`src/rtl/ir_beacon_bearing_steer_unit_macros.svh`:
```
// assertion macros shared by the ir beacon steering rtl
// expects clk and rst_n in the scope of each use
`ifndef IR_BEACON_BEARING_STEER_UNIT_MACROS_SVH
`define IR_BEACON_BEARING_STEER_UNIT_MACROS_SVH

// property checked on every rising edge outside reset
`define IRBB_ASSERT(lbl, prop, msg) \
  lbl: assert property (@(posedge clk) disable iff (!rst_n) (prop)) else $error(msg);

// condition that must never be seen outside reset
`define IRBB_NEVER(lbl, cond, msg) \
  `IRBB_ASSERT(lbl, !(cond), msg)

`endif

```
`src/rtl/irbb_pkg.sv`:
```
// shared types, constants and helpers for the ir beacon steering block
// no dependencies
package irbb_pkg;

  localparam int QUEUE_DEPTH = 2;

  // configuration register indexes
  localparam logic [2:0] REG_TARGET_DISTANCE = 3'd0;
  localparam logic [2:0] REG_RANGE_OFFSET    = 3'd1;
  localparam logic [2:0] REG_ALIGN_WINDOW    = 3'd2;
  localparam logic [2:0] REG_SPEED_LIMIT     = 3'd3;

  localparam logic [7:0] RST_TARGET_DISTANCE = 8'd30;
  localparam logic [7:0] RST_RANGE_OFFSET    = 8'd125;
  localparam logic [7:0] RST_ALIGN_WINDOW    = 8'd30;
  localparam logic [6:0] RST_SPEED_LIMIT     = 7'd16;

  // bearing constants, 10-bit two's complement; the quarter angle is 7-bit unsigned
  localparam logic signed [9:0] BASE_RIGHT = -10'sd90;
  localparam logic signed [9:0] BASE_TAIL  = 10'sd0;
  localparam logic signed [9:0] BASE_LEFT  = 10'sd90;
  localparam logic signed [9:0] BASE_HEAD  = 10'sd180;
  localparam logic signed [9:0] ANG_HALF   = 10'sd180;
  localparam logic signed [9:0] ANG_FULL   = 10'sd360;
  localparam logic [6:0]        ANG_QUARTER = 7'd90;

  localparam logic [7:0] TURN_POS = 8'h60;
  localparam logic [7:0] TURN_NEG = 8'h40;

  typedef struct packed {
    logic [7:0] target_distance;
    logic [7:0] range_offset;
    logic [7:0] align_window;
    logic [6:0] speed_limit;
  } cfg_t;

  typedef struct packed {
    logic full;
    logic empty;
  } q_stat_t;

  typedef enum logic [2:0] {
    ST_IDLE,
    ST_SCAN,
    ST_PREP,
    ST_MUL,
    ST_DIV,
    ST_HEAD,
    ST_CMD
  } back_state_t;

  // bump a nonzero speed by two, then clip at the limit
  function automatic logic [6:0] sat_speed(input logic [31:0] v, input logic [6:0] lim);
    logic [31:0] t;
    t = v;
    if (t != 32'd0) begin
      t = t + 32'd2;
    end
    if (t > {25'd0, lim}) begin
      t = {25'd0, lim};
    end
    return t[6:0];
  endfunction

endpackage

```
`src/rtl/irbb_queue.sv`:
```
// short queue of latched periods between front and back
// depends on irbb_pkg
module irbb_queue #(
  parameter int WIDTH = 40
) (
  input  logic                 clk,
  input  logic                 rst_n,
  input  logic                 push,
  input  logic [WIDTH-1:0]     push_data,
  input  logic                 pop,
  output logic [WIDTH-1:0]     pop_data,
  output irbb_pkg::q_stat_t    stat
);

  localparam int DEPTH = irbb_pkg::QUEUE_DEPTH;
  localparam int AW    = (DEPTH > 1) ? $clog2(DEPTH) : 1;
  localparam int NW    = $clog2(DEPTH + 1);

  logic [WIDTH-1:0] mem_r [DEPTH];
  logic [AW-1:0]    wr_ptr_r, wr_ptr_nxt;
  logic [AW-1:0]    rd_ptr_r, rd_ptr_nxt;
  logic [NW-1:0]    count_r, count_nxt;

  assign stat.full  = (count_r == NW'(DEPTH));
  assign stat.empty = (count_r == '0);
  assign pop_data   = mem_r[rd_ptr_r];

  always_comb begin
    wr_ptr_nxt = wr_ptr_r;
    rd_ptr_nxt = rd_ptr_r;
    count_nxt  = count_r;
    if (push) begin
      wr_ptr_nxt = (wr_ptr_r == AW'(DEPTH - 1)) ? '0 : wr_ptr_r + 1'b1;
    end
    if (pop) begin
      rd_ptr_nxt = (rd_ptr_r == AW'(DEPTH - 1)) ? '0 : rd_ptr_r + 1'b1;
    end
    if (push && !pop) begin
      count_nxt = count_r + 1'b1;
    end else if (pop && !push) begin
      count_nxt = count_r - 1'b1;
    end
  end

  always_ff @(posedge clk) begin
    if (!rst_n) begin
      wr_ptr_r <= '0;
      rd_ptr_r <= '0;
      count_r  <= '0;
    end else begin
      wr_ptr_r <= wr_ptr_nxt;
      rd_ptr_r <= rd_ptr_nxt;
      count_r  <= count_nxt;
    end
  end

  always_ff @(posedge clk) begin
    if (push) begin
      mem_r[wr_ptr_r] <= push_data;
    end
  end

`include "ir_beacon_bearing_steer_unit_macros.svh"

  `IRBB_NEVER(a_q_push_full, push && stat.full && !pop, "queue pushed while full")
  `IRBB_NEVER(a_q_pop_empty, pop && stat.empty, "queue popped while empty")
  `IRBB_NEVER(a_q_count_over, count_r > NW'(DEPTH), "queue count past depth")

endmodule

```
`src/rtl/irbb_front.sv`:
```
// front end: per-tick counters and falling-edge capture of a period
// depends on irbb_pkg; feeds irbb_queue
module irbb_front #(
  parameter int COUNT_BITS = 8
) (
  input  logic                      clk,
  input  logic                      rst_n,
  input  logic                      in_valid,
  output logic                      in_ready,
  input  logic [3:0]                in_rx_active,
  input  irbb_pkg::q_stat_t         q_stat,
  output logic                      q_push,
  output logic [5*COUNT_BITS-1:0]   q_data
);

  localparam int CB = COUNT_BITS;

  logic [CB-1:0] counts_r [4];
  logic [CB-1:0] counts_nxt [4];
  logic [CB-1:0] tick_r, tick_nxt;
  logic          prev_any_r;
  logic          any_rx;
  logic          fall_det;
  logic          accept;

  assign in_ready = !q_stat.full;
  assign accept   = in_valid && in_ready;
  assign any_rx   = |in_rx_active;
  assign fall_det = prev_any_r && !any_rx;
  assign q_push   = accept && fall_det;

  always_comb begin
    tick_nxt = tick_r + 1'b1;
    for (int i = 0; i < 4; i++) begin
      counts_nxt[i] = counts_r[i] + CB'(in_rx_active[i]);
    end
  end

  assign q_data = {tick_nxt, counts_nxt[3], counts_nxt[2], counts_nxt[1], counts_nxt[0]};

  always_ff @(posedge clk) begin
    if (!rst_n) begin
      tick_r     <= '0;
      prev_any_r <= 1'b0;
      for (int i = 0; i < 4; i++) begin
        counts_r[i] <= '0;
      end
    end else if (accept) begin
      prev_any_r <= any_rx;
      if (fall_det) begin
        tick_r <= '0;
        for (int i = 0; i < 4; i++) begin
          counts_r[i] <= '0;
        end
      end else begin
        tick_r <= tick_nxt;
        for (int i = 0; i < 4; i++) begin
          counts_r[i] <= counts_nxt[i];
        end
      end
    end
  end

endmodule

```
`src/rtl/irbb_back.sv`:
```
// back end: bearing, range and speed commands for one latched period
// depends on irbb_pkg; iterative restoring divider for the bearing ratio
module irbb_back #(
  parameter int COUNT_BITS = 8
) (
  input  logic                     clk,
  input  logic                     rst_n,
  input  irbb_pkg::cfg_t           cfg,
  input  irbb_pkg::q_stat_t        q_stat,
  input  logic [5*COUNT_BITS-1:0]  q_data,
  output logic                     q_pop,
  output logic                     out_valid,
  input  logic                     out_ready,
  output logic signed [8:0]        out_heading_deg,
  output logic [8:0]               out_range_sum,
  output logic signed [9:0]        out_near_range,
  output logic [1:0]               out_strongest,
  output logic [7:0]               out_period_ticks,
  output logic [6:0]               out_fwd_cmd,
  output logic [7:0]               out_turn_cmd
);

  localparam int CB  = COUNT_BITS;
  localparam int PW  = CB + 7;                     // |diff| * 90
  localparam int DW  = CB + 2;                     // divisor, sum of three counts
  localparam int RSW = CB + 1;                     // range sum
  localparam int NRW = ((RSW > 8) ? RSW : 8) + 1;  // near range, signed
  localparam int EW  = NRW + 1;                    // near range minus target
  localparam int CW  = $clog2(PW + 1);

  irbb_pkg::back_state_t state_r, state_nxt;

  logic [CB-1:0]         v_r [4];
  logic [CB-1:0]         period_r;
  logic [1:0]            idx_r;
  logic [CB-1:0]         mn_r;
  logic [RSW-1:0]        rsum_r;
  logic [DW-1:0]         d_r;
  logic [CB-1:0]         dmag_r;
  logic                  neg_r;
  logic [PW-1:0]         quo_r;
  logic [DW-1:0]         rem_r;
  logic [CW-1:0]         cnt_r;
  logic signed [9:0]     head_r;
  logic signed [NRW-1:0] nr_r;
  logic                  out_valid_r;

  logic                  out_load;

  // scan
  logic [1:0]            scan_idx;
  logic [CB-1:0]         scan_mx, scan_mn;
  // prep
  logic [CB-1:0]         v_self, v_nxt, v_prv;
  logic [CB-1:0]         c_self, c_nxt, c_prv;
  logic [DW-1:0]         d_sum;
  logic [RSW-1:0]        rsum_val;
  // divide step
  logic [DW:0]           trial;
  logic                  trial_ge;
  // head
  logic signed [9:0]     q_mag, q_s, base, h_sum, h_fix;
  logic signed [NRW-1:0] nr_val;
  // command
  logic signed [9:0]     head_mag;
  logic [7:0]            ang;
  logic [6:0]            yaw;
  logic signed [EW-1:0]  e_val;
  logic [EW-1:0]         e_mag;
  logic [6:0]            fwd_raw;
  logic                  fwd_ok;

  // next state
  always_comb begin
    state_nxt = state_r;
    unique case (state_r)
      irbb_pkg::ST_IDLE: if (!q_stat.empty) state_nxt = irbb_pkg::ST_SCAN;
      irbb_pkg::ST_SCAN: state_nxt = irbb_pkg::ST_PREP;
      irbb_pkg::ST_PREP: state_nxt = irbb_pkg::ST_MUL;
      irbb_pkg::ST_MUL:  state_nxt = irbb_pkg::ST_DIV;
      irbb_pkg::ST_DIV:  if (cnt_r == CW'(1)) state_nxt = irbb_pkg::ST_HEAD;
      irbb_pkg::ST_HEAD: state_nxt = irbb_pkg::ST_CMD;
      irbb_pkg::ST_CMD:  if (!out_valid_r || out_ready) state_nxt = irbb_pkg::ST_IDLE;
      default:           state_nxt = irbb_pkg::ST_IDLE;
    endcase
  end

  // state outputs
  always_comb begin
    q_pop    = (state_r == irbb_pkg::ST_IDLE) && !q_stat.empty;
    out_load = (state_r == irbb_pkg::ST_CMD) && (!out_valid_r || out_ready);
  end

  // strongest (first max) and weakest
  always_comb begin
    scan_idx = 2'd0;
    scan_mx  = v_r[0];
    scan_mn  = v_r[0];
    for (int i = 1; i < 4; i++) begin
      if (v_r[i] > scan_mx) begin
        scan_mx  = v_r[i];
        scan_idx = 2'(i);
      end
      if (v_r[i] < scan_mn) begin
        scan_mn = v_r[i];
      end
    end
  end

  // strongest receiver and its two neighbours
  always_comb begin
    case (idx_r)
      2'd0: begin
        v_self = v_r[0]; v_nxt = v_r[1]; v_prv = v_r[3];
      end
      2'd1: begin
        v_self = v_r[1]; v_nxt = v_r[2]; v_prv = v_r[0];
      end
      2'd2: begin
        v_self = v_r[2]; v_nxt = v_r[3]; v_prv = v_r[1];
      end
      default: begin
        v_self = v_r[3]; v_nxt = v_r[0]; v_prv = v_r[2];
      end
    endcase
    c_self   = v_self - mn_r;
    c_nxt    = v_nxt - mn_r;
    c_prv    = v_prv - mn_r;
    d_sum    = DW'(c_self) + DW'(c_nxt) + DW'(c_prv);
    rsum_val = RSW'(({1'b0, v_prv} + {1'b0, v_nxt}) >> 1) + RSW'(v_self);
  end

  // one quotient bit per cycle
  always_comb begin
    trial    = {rem_r, quo_r[PW-1]};
    trial_ge = (trial >= {1'b0, d_r});
  end

  always_comb begin
    q_mag = 10'(quo_r);
    q_s   = neg_r ? -q_mag : q_mag;
    case (idx_r)
      2'd0:    base = irbb_pkg::BASE_RIGHT;
      2'd1:    base = irbb_pkg::BASE_TAIL;
      2'd2:    base = irbb_pkg::BASE_LEFT;
      default: base = irbb_pkg::BASE_HEAD;
    endcase
    h_sum  = q_s + base;
    h_fix  = (h_sum > irbb_pkg::ANG_HALF) ? h_sum - irbb_pkg::ANG_FULL : h_sum;
    nr_val = $signed(NRW'(cfg.range_offset)) - $signed(NRW'(rsum_r));
  end

  always_comb begin
    head_mag = (head_r < 0) ? -head_r : head_r;
    ang      = 8'(irbb_pkg::ANG_HALF - head_mag);
    yaw      = irbb_pkg::sat_speed(32'(ang >> 2), cfg.speed_limit);
    e_val    = EW'(nr_r) - $signed({{(EW - 8){1'b0}}, cfg.target_distance});
    e_mag    = (e_val < 0) ? EW'(-e_val) : EW'(e_val);
    fwd_raw  = irbb_pkg::sat_speed(32'(e_mag), cfg.speed_limit);
    fwd_ok   = (ang <= cfg.align_window) && (e_val > 0);
  end

  always_ff @(posedge clk) begin
    if (!rst_n) begin
      state_r     <= irbb_pkg::ST_IDLE;
      out_valid_r <= 1'b0;
    end else begin
      state_r <= state_nxt;
      if (out_load) begin
        out_valid_r <= 1'b1;
      end else if (out_ready) begin
        out_valid_r <= 1'b0;
      end
    end
  end

  always_ff @(posedge clk) begin
    if (q_pop) begin
      for (int i = 0; i < 4; i++) begin
        v_r[i] <= q_data[i*CB +: CB];
      end
      period_r <= q_data[4*CB +: CB];
    end
    if (state_r == irbb_pkg::ST_SCAN) begin
      idx_r <= scan_idx;
      mn_r  <= scan_mn;
    end
    if (state_r == irbb_pkg::ST_PREP) begin
      d_r    <= (d_sum == '0) ? DW'(1) : d_sum;
      neg_r  <= (c_nxt < c_prv);
      dmag_r <= (c_nxt < c_prv) ? c_prv - c_nxt : c_nxt - c_prv;
      rsum_r <= rsum_val;
    end
    if (state_r == irbb_pkg::ST_MUL) begin
      quo_r <= PW'(dmag_r) * PW'(irbb_pkg::ANG_QUARTER);
      rem_r <= '0;
      cnt_r <= CW'(PW);
    end
    if (state_r == irbb_pkg::ST_DIV) begin
      rem_r <= trial_ge ? DW'(trial - {1'b0, d_r}) : DW'(trial);
      quo_r <= {quo_r[PW-2:0], trial_ge};
      cnt_r <= cnt_r - 1'b1;
    end
    if (state_r == irbb_pkg::ST_HEAD) begin
      head_r <= h_fix;
      nr_r   <= nr_val;
    end
    if (out_load) begin
      out_heading_deg  <= 9'(head_r);
      out_range_sum    <= 9'(rsum_r);
      out_near_range   <= 10'(nr_r);
      out_strongest    <= idx_r;
      out_period_ticks <= 8'(period_r);
      out_fwd_cmd      <= fwd_ok ? fwd_raw : 7'd0;
      out_turn_cmd     <= (head_r > 0) ? irbb_pkg::TURN_POS + 8'(yaw)
                                       : irbb_pkg::TURN_NEG + 8'(yaw);
    end
  end

  assign out_valid = out_valid_r;

`include "ir_beacon_bearing_steer_unit_macros.svh"

  `IRBB_NEVER(a_div_cnt_live, (state_r == irbb_pkg::ST_DIV) && (cnt_r == '0), "divider count ran out")
  `IRBB_ASSERT(a_out_from_cmd, $rose(out_valid_r) |-> $past(state_r == irbb_pkg::ST_CMD), "result without command step")
  `IRBB_ASSERT(a_head_range, (state_r == irbb_pkg::ST_CMD) |-> ((head_r <= 180) && (head_r >= -180)), "bearing out of range")

endmodule

```
`src/rtl/ir_beacon_bearing_steer_unit.sv`:
```
// channel   dir  handshake              payload
// in        in   in_valid/in_ready      in_rx_active
// out       out  out_valid/out_ready    heading, range, near range, strongest, period, cmds
// cfg       in   cfg_valid/cfg_ready    cfg_index, cfg_data
//
// a tick is accepted whenever the period queue has room; only a falling
// edge of the detect flags queues a result
// each result runs through scan, prep, multiply, divide, heading and command states
// in the back end, with the one-bit-per-cycle divider; results wait in the output register
// reset is synchronous and clears counters, queue and state; no clearing pass
// top level: config registers, front end, period queue, back end
// depends on irbb_pkg, irbb_front, irbb_queue, irbb_back
module ir_beacon_bearing_steer_unit #(
  parameter int COUNT_BITS = 8
) (
  input  logic              clk,
  input  logic              rst_n,
  input  logic              in_valid,
  output logic              in_ready,
  input  logic [3:0]        in_rx_active,
  output logic              out_valid,
  input  logic              out_ready,
  output logic signed [8:0] out_heading_deg,
  output logic [8:0]        out_range_sum,
  output logic signed [9:0] out_near_range,
  output logic [1:0]        out_strongest,
  output logic [7:0]        out_period_ticks,
  output logic [6:0]        out_fwd_cmd,
  output logic [7:0]        out_turn_cmd,
  input  logic              cfg_valid,
  output logic              cfg_ready,
  input  logic [2:0]        cfg_index,
  input  logic [7:0]        cfg_data
);

  localparam int QW = 5 * COUNT_BITS;

  irbb_pkg::cfg_t    cfg_r;
  irbb_pkg::q_stat_t q_stat;
  logic              q_push, q_pop;
  logic [QW-1:0]     q_wdata, q_rdata;

  assign cfg_ready = 1'b1;

  always_ff @(posedge clk) begin
    if (!rst_n) begin
      cfg_r.target_distance <= irbb_pkg::RST_TARGET_DISTANCE;
      cfg_r.range_offset    <= irbb_pkg::RST_RANGE_OFFSET;
      cfg_r.align_window    <= irbb_pkg::RST_ALIGN_WINDOW;
      cfg_r.speed_limit     <= irbb_pkg::RST_SPEED_LIMIT;
    end else if (cfg_valid && cfg_ready) begin
      unique case (cfg_index)
        irbb_pkg::REG_TARGET_DISTANCE: cfg_r.target_distance <= cfg_data;
        irbb_pkg::REG_RANGE_OFFSET:    cfg_r.range_offset    <= cfg_data;
        irbb_pkg::REG_ALIGN_WINDOW:    cfg_r.align_window    <= cfg_data;
        irbb_pkg::REG_SPEED_LIMIT:     cfg_r.speed_limit     <= cfg_data[6:0];
        default: ;
      endcase
    end
  end

  irbb_front #(
    .COUNT_BITS (COUNT_BITS)
  ) u_front (
    .clk          (clk),
    .rst_n        (rst_n),
    .in_valid     (in_valid),
    .in_ready     (in_ready),
    .in_rx_active (in_rx_active),
    .q_stat       (q_stat),
    .q_push       (q_push),
    .q_data       (q_wdata)
  );

  irbb_queue #(
    .WIDTH (QW)
  ) u_queue (
    .clk       (clk),
    .rst_n     (rst_n),
    .push      (q_push),
    .push_data (q_wdata),
    .pop       (q_pop),
    .pop_data  (q_rdata),
    .stat      (q_stat)
  );

  irbb_back #(
    .COUNT_BITS (COUNT_BITS)
  ) u_back (
    .clk              (clk),
    .rst_n            (rst_n),
    .cfg              (cfg_r),
    .q_stat           (q_stat),
    .q_data           (q_rdata),
    .q_pop            (q_pop),
    .out_valid        (out_valid),
    .out_ready        (out_ready),
    .out_heading_deg  (out_heading_deg),
    .out_range_sum    (out_range_sum),
    .out_near_range   (out_near_range),
    .out_strongest    (out_strongest),
    .out_period_ticks (out_period_ticks),
    .out_fwd_cmd      (out_fwd_cmd),
    .out_turn_cmd     (out_turn_cmd)
  );

endmodule

```
`config.mk`:
```
export PLATFORM = sky130hd
export DESIGN_NAME = ir_beacon_bearing_steer_unit
export DESIGN_NICKNAME = d
export VERILOG_FILES = /design/src/rtl/irbb_pkg.sv /design/src/rtl/irbb_queue.sv /design/src/rtl/irbb_front.sv /design/src/rtl/irbb_back.sv /design/src/rtl/ir_beacon_bearing_steer_unit.sv
export VERILOG_INCLUDE_DIRS = /design/src /design/src/rtl
export SDC_FILE = /design/constraint.sdc
export NUM_CORES = 1
export LEC_CHECK = 0
export BUFFER_PORTS_ARGS = -buffer_cell sky130_fd_sc_hd__buf_2
export CAP_MARGIN = 20
export CORE_MARGIN = 10
export CORE_UTILIZATION = 55
export DETAILED_ROUTE_END_ITERATION = 10
export HOLD_SLACK_MARGIN = 0.03
export PLACE_DENSITY = 0.75
export SLEW_MARGIN = 20
export SYNTH_ARGS = -nofsm -noshare
export SYNTH_HDL_FRONTEND = slang
export SYNTH_HIERARCHICAL = 1
export SYNTH_SLANG_ARGS = --single-unit
```
`constraint.sdc`:
```
create_clock -name clk -period 5.9 [get_ports clk]
set_input_delay 1.18 -clock clk [delete_from_list [all_inputs] [get_ports clk]]
set_output_delay 1.18 -clock clk [all_outputs]
set_load 0.02 [all_outputs]
```
==> out/metrics.json <==
{
  "status": {
    "run_status": "finished, final reports clean"
  },
  "worst_setup_path": {
    "path_max_fanout": 13,
    "critPathLaunch": "u_back/idx_r[0]",
    "worstSetupPathDepth": 20,
    "cp_slowest_cell": "sky130_fd_sc_hd__fa_1",
    "cp-endpoint": "u_back/d_r[0]",
    "setup.worst_path.end_class": "register",
    "crit_required_ns": 6.25,
    "r2r.worst_path.cells": 20,
    "path_delay_family": "adder cells",
    "cpPeakStageDelay_ns": 0.56,
    "worstPathBufferInverterCount": 3,
    "critical_path.startpoint_type": "register",
    "worst_r2r_startpoint": "u_back/idx_r[0]",
    "criticalPathCategory": "register to register",
    "worstPathArrival_ns": 6.01,
    "worstPathCellList": "inv_1 > ha_1 > a222oi_1 > nor2b_1 > a21oi_1 > ha_1 > nor2b_1 > o21ai_0 > nand2b_1 > a21o_1 > a21o_1 > xor2_1 > inv_1 > fa_1 > inv_1 > ha_1 > a21oi_1 > xnor2_1 > or4_1 > o41ai_1",
    "worst-r2r-setup-slack_ns": 0.23,
    "crit-reg2reg-capture": "u_back/d_r[0]"
  },
  "floorplan": {
    "num_rows": 72,
    "initial_standard_cell_utilization_of_the_core_pct": 55.75,
    "fp.dieW_um": 218.2,
    "num_io_pins": 76,
    "dieHeight_um": 218.2,
    "placeableCoreArea_mm2": 0.03874,
    "fp.dieArea_mm2": 0.04759
  },
  "global_routing": {
    "grt_pass1_wl_um": 74660,
    "grt_antenna_before_repair": 0,
    "global_route.usage.total_pct": 19.28,
    "largest_net_degree_at_the_start_of_global_routing": 52,
    "grt_pass1_vias": 14440,
    "aggregate_global_routing_overflow": 0
  },
  "yosys": {
    "synth.yosys.seq_area_share_pct": 44.78,
    "synthCells": 1931,
    "synth_flop_cell": "sky130_fd_sc_hd__edfxtp_1",
    "synth_area_per_cell_um2": 11.18,
    "synth.ff_latch_count": 341,
    "post_syn_nets": 2184,
    "synth.lib_cells_used.distinct": 89,
    "synth.cell_area_mm2": 0.02159,
    "synthesis.yosys.warnings": 6,
    "async_reset_ff_share_pct": 0,
    "synth-edff-count": 284
  },
  "cells_and_area": {
    "design.final.nets": 2266,
    "n_antenna_cell": 0,
    "design_area_mm2": 0.02391,
    "mostFrequentLayoutCell": "sky130_fd_sc_hd__edfxtp_1",
    "flow.area_growth_from_synthesis_pct": 10.73,
    "layout-drive-gt1-share_pct": 12.52,
    "nFillCells": 3026,
    "most_frequent_cells_in_the_layout": "284 x sky130_fd_sc_hd__edfxtp_1, 203 x sky130_fd_sc_hd__ha_1, 201 x sky130_fd_sc_hd__inv_1, 121 x sky130_fd_sc_hd__nand2_1, 94 x sky130_fd_sc_hd__mux2i_1"
  },
  "timing": {
    "fin_tns_setup_ns": 0,
    "layout_worst_path_cycle_share_pct": 96.04,
    "max_freq_mhz": 176.5,
    "relSlewSlack_pct": 33.64,
    "final-hold-violation-count": 0,
    "timing.final.setup_violations": 0,
    "finalWorstPathRequiredPeriod_ns": 5.667,
    "final.setup_skew_ns": 0.02225,
    "rsz_0062_raised_after_global_routing": "false",
    "slew_violations": 0,
    "worst_slew_pin_slew_ns": 0.9933
  },
  "clocking": {
    "cts_buffers": 39,
    "cts-hold-fix-buffers": 0,
    "worstSkewPairLatency_ns": 0.57,
    "cts_htree_levels": 2,
    "clock_tree_from_tritoncts": "done",
    "ctsLongestPathBuffers": 3,
    "clock-root-buffer": "sky130_fd_sc_hd__clkbuf_16",
    "clock_sinks": 341,
    "cts.reportedPaths.clkPinSlew_ns": 0.06
  },
  "detailed_routing": {
    "detailedRoute.firstPassIterationCount": 7,
    "overall_via_count_from_detail_route": 14500,
    "route.detailed.vias_per_inst": 5.659,
    "postRouteAntennaNets": 0,
    "detail_route.iter0.violations": 932,
    "wl_per_cell_um": 17.99,
    "highest-signal-layer": "met4",
    "remaining_drc_errors": 0,
    "totalWireLength_um": 46080,
    "met2_length_um": 22110,
    "met1_wire_length_um": 20470,
    "met3RoutedLength_um": 2030
  },
  "placed_design": {
    "portBuffers": 74,
    "postPlaceCellArea_mm2": 0.02257,
    "detailed_place_hpwl_um": 34700,
    "gp_routability_congestion": 0.9376
  },
  "hold_path": {
    "hold_path_class": "register to register",
    "hold_start": "u_back/period_r[2]"
  },
  "run": {
    "drv_cap": 0
  }
}
## state kept, by name, summed over array words and instances (netlist names), 3 cells and up, named ones only
register	cells
cfg_r	31
u_back/cnt_r	4
u_back/d_r	10
u_back/dmag_r	8
u_back/head_r	10
u_back/mn_r	8
u_back/nr_r	10
u_back/out_fwd_cmd	7
u_back/out_heading_deg	9
u_back/out_near_range	10
u_back/out_period_ticks	8
u_back/out_range_sum	9
u_back/out_turn_cmd	8
u_back/period_r	8
u_back/quo_r	15
u_back/rem_r	10
u_back/rsum_r	9
u_back/state_r	3
u_back/v_r	32
u_front/counts_r	32
u_front/tick_r	8
u_queue/mem_r	80
## cells by family (layout without fill, tap and decap cells)
| logic type | Yosys count | in the layout | synth area share [%] |
|---|---|---|---|
| and+or+nand+nor | 439 | 439 | 11.06 |
| AOI/OAI and AO/OA | 358 | 358 | 11.43 |
| DFF | 341 | 341 | 44.78 |
| buffers and inverters | 259 | 372 | 4.728 |
| adders and majority gates | 233 | 233 | 14.54 |
| muxes | 154 | 154 | 7.486 |
| xor gates and xnor gates | 146 | 146 | 5.956 |
| other | 1 | 1 | 0.01737 |
## how the worst min path moves through the flow
| stage | endpoint | slack, ns | depth (start not counted) |
|---|---|---|---|
| after floorplan | u_back/out_period_ticks[0] | 0.40 | 0 |
| after detailed placement | u_back/out_period_ticks[2] | 0.41 | 0 |
| final | u_back/out_period_ticks[2] | 0.42 | 0 |
| after global routing | u_back/out_period_ticks[4] | 0.42 | 0 |
| after CTS | u_back/out_period_ticks[3] | 0.42 | 0 |
| after global placement | u_back/out_period_ticks[5] | 0.40 | 0 |
## per-layer routing
layer | track usage (%) | vias up
met2 | 32.26 | 327
met5 | 0 | -
li1 | - | 7152
met3 | 3.052 | 82
met1 | 24.62 | 6937
met4 | 7.637 | 0
## layout make-up
class / count / area [µm²] / share of cell area [%]
Multi-Input combinational cell: 1331 / 10960 / 45.83
Sequential cell: 341 / 9669 / 40.44
Clock buffer: 51 / 1051 / 4.395
Inverter: 201 / 754.5 / 3.155
Tap cell: 518 / 648.1 / 2.710
Timing Repair Buffer: 99 / 558.0 / 2.334
Clock inverter: 21 / 272.8 / 1.141
## metrics by stage
stage | utilization, % | cells | hold slack [ns] | setup WS, ns
floorplan | - | 1931 | 0.4003 | 0.1371
global placement | 58.27 | 2490 | 0.4016 | 0.4492
detailed placement | 58.27 | 2490 | 0.4054 | 0.2677
CTS | 61.69 | 2562 | 0.4195 | 0.2216
global route | 61.73 | 2562 | 0.4207 | 0.003888
finish | 61.73 | 2562 | 0.4181 | 0.2335
## cells in the mapped netlist (all sizes together), types with 6 or more instances
library cell | number | area share, %
mux2i | 94 | 4.4
inv | 201 | 3.5
a21oi | 88 | 2.1
nand2 | 123 | 2.1
mux2 | 60 | 3.1
fa | 30 | 2.8
and3 | 36 | 1.0
or2 | 6 | 0.17
nand2b | 33 | 0.96
nand4 | 8 | 0.23
clkbuf | 39 | 0.68
a31oi | 8 | 0.26
o21a | 29 | 1.0
nor2 | 48 | 0.83
edfxtp | 284 | 39
nor3 | 18 | 0.47
xor2 | 54 | 2.2
a21o | 42 | 1.5
a22oi | 6 | 0.21
dfxtp | 57 | 5.3
o21bai | 14 | 0.49
a222oi | 23 | 1.1
a21boi | 12 | 0.42
and2 | 10 | 0.30
o31ai | 9 | 0.38
ha | 203 | 12
o21ai | 73 | 1.7
nor2b | 71 | 2.1
nand3 | 37 | 0.86
nand3b | 8 | 0.28
nor4 | 9 | 0.40
xnor2 | 92 | 3.8
buf | 19 | 0.55
## worst register-to-register path, cell delays in order, from the launching register on
cell and delay, ns:
sky130_fd_sc_hd__edfxtp_1 0.52, sky130_fd_sc_hd__inv_1 0.20, sky130_fd_sc_hd__ha_1 0.54, sky130_fd_sc_hd__a222oi_1 0.14, sky130_fd_sc_hd__nor2b_1 0.17, sky130_fd_sc_hd__a21oi_1 0.30
sky130_fd_sc_hd__ha_1 0.30, sky130_fd_sc_hd__nor2b_1 0.12, sky130_fd_sc_hd__o21ai_0 0.19, sky130_fd_sc_hd__nand2b_1 0.13, sky130_fd_sc_hd__a21o_1 0.20, sky130_fd_sc_hd__a21o_1 0.20
sky130_fd_sc_hd__xor2_1 0.23, sky130_fd_sc_hd__inv_1 0.12, sky130_fd_sc_hd__fa_1 0.56, sky130_fd_sc_hd__inv_1 0.06, sky130_fd_sc_hd__ha_1 0.33, sky130_fd_sc_hd__a21oi_1 0.22
sky130_fd_sc_hd__xnor2_1 0.12, sky130_fd_sc_hd__or4_1 0.55, sky130_fd_sc_hd__o41ai_1 0.27
## what timing repair did
action / 4_1_cts / 5_1_grt
buffers inserted: 0 / 0
resized for setup: 0 / 3
endpoints found under the setup margin: 0 / 12
Power is not shown: default switching activity piles up to over one toggle a cycle in this logic, so the estimate is an artifact.
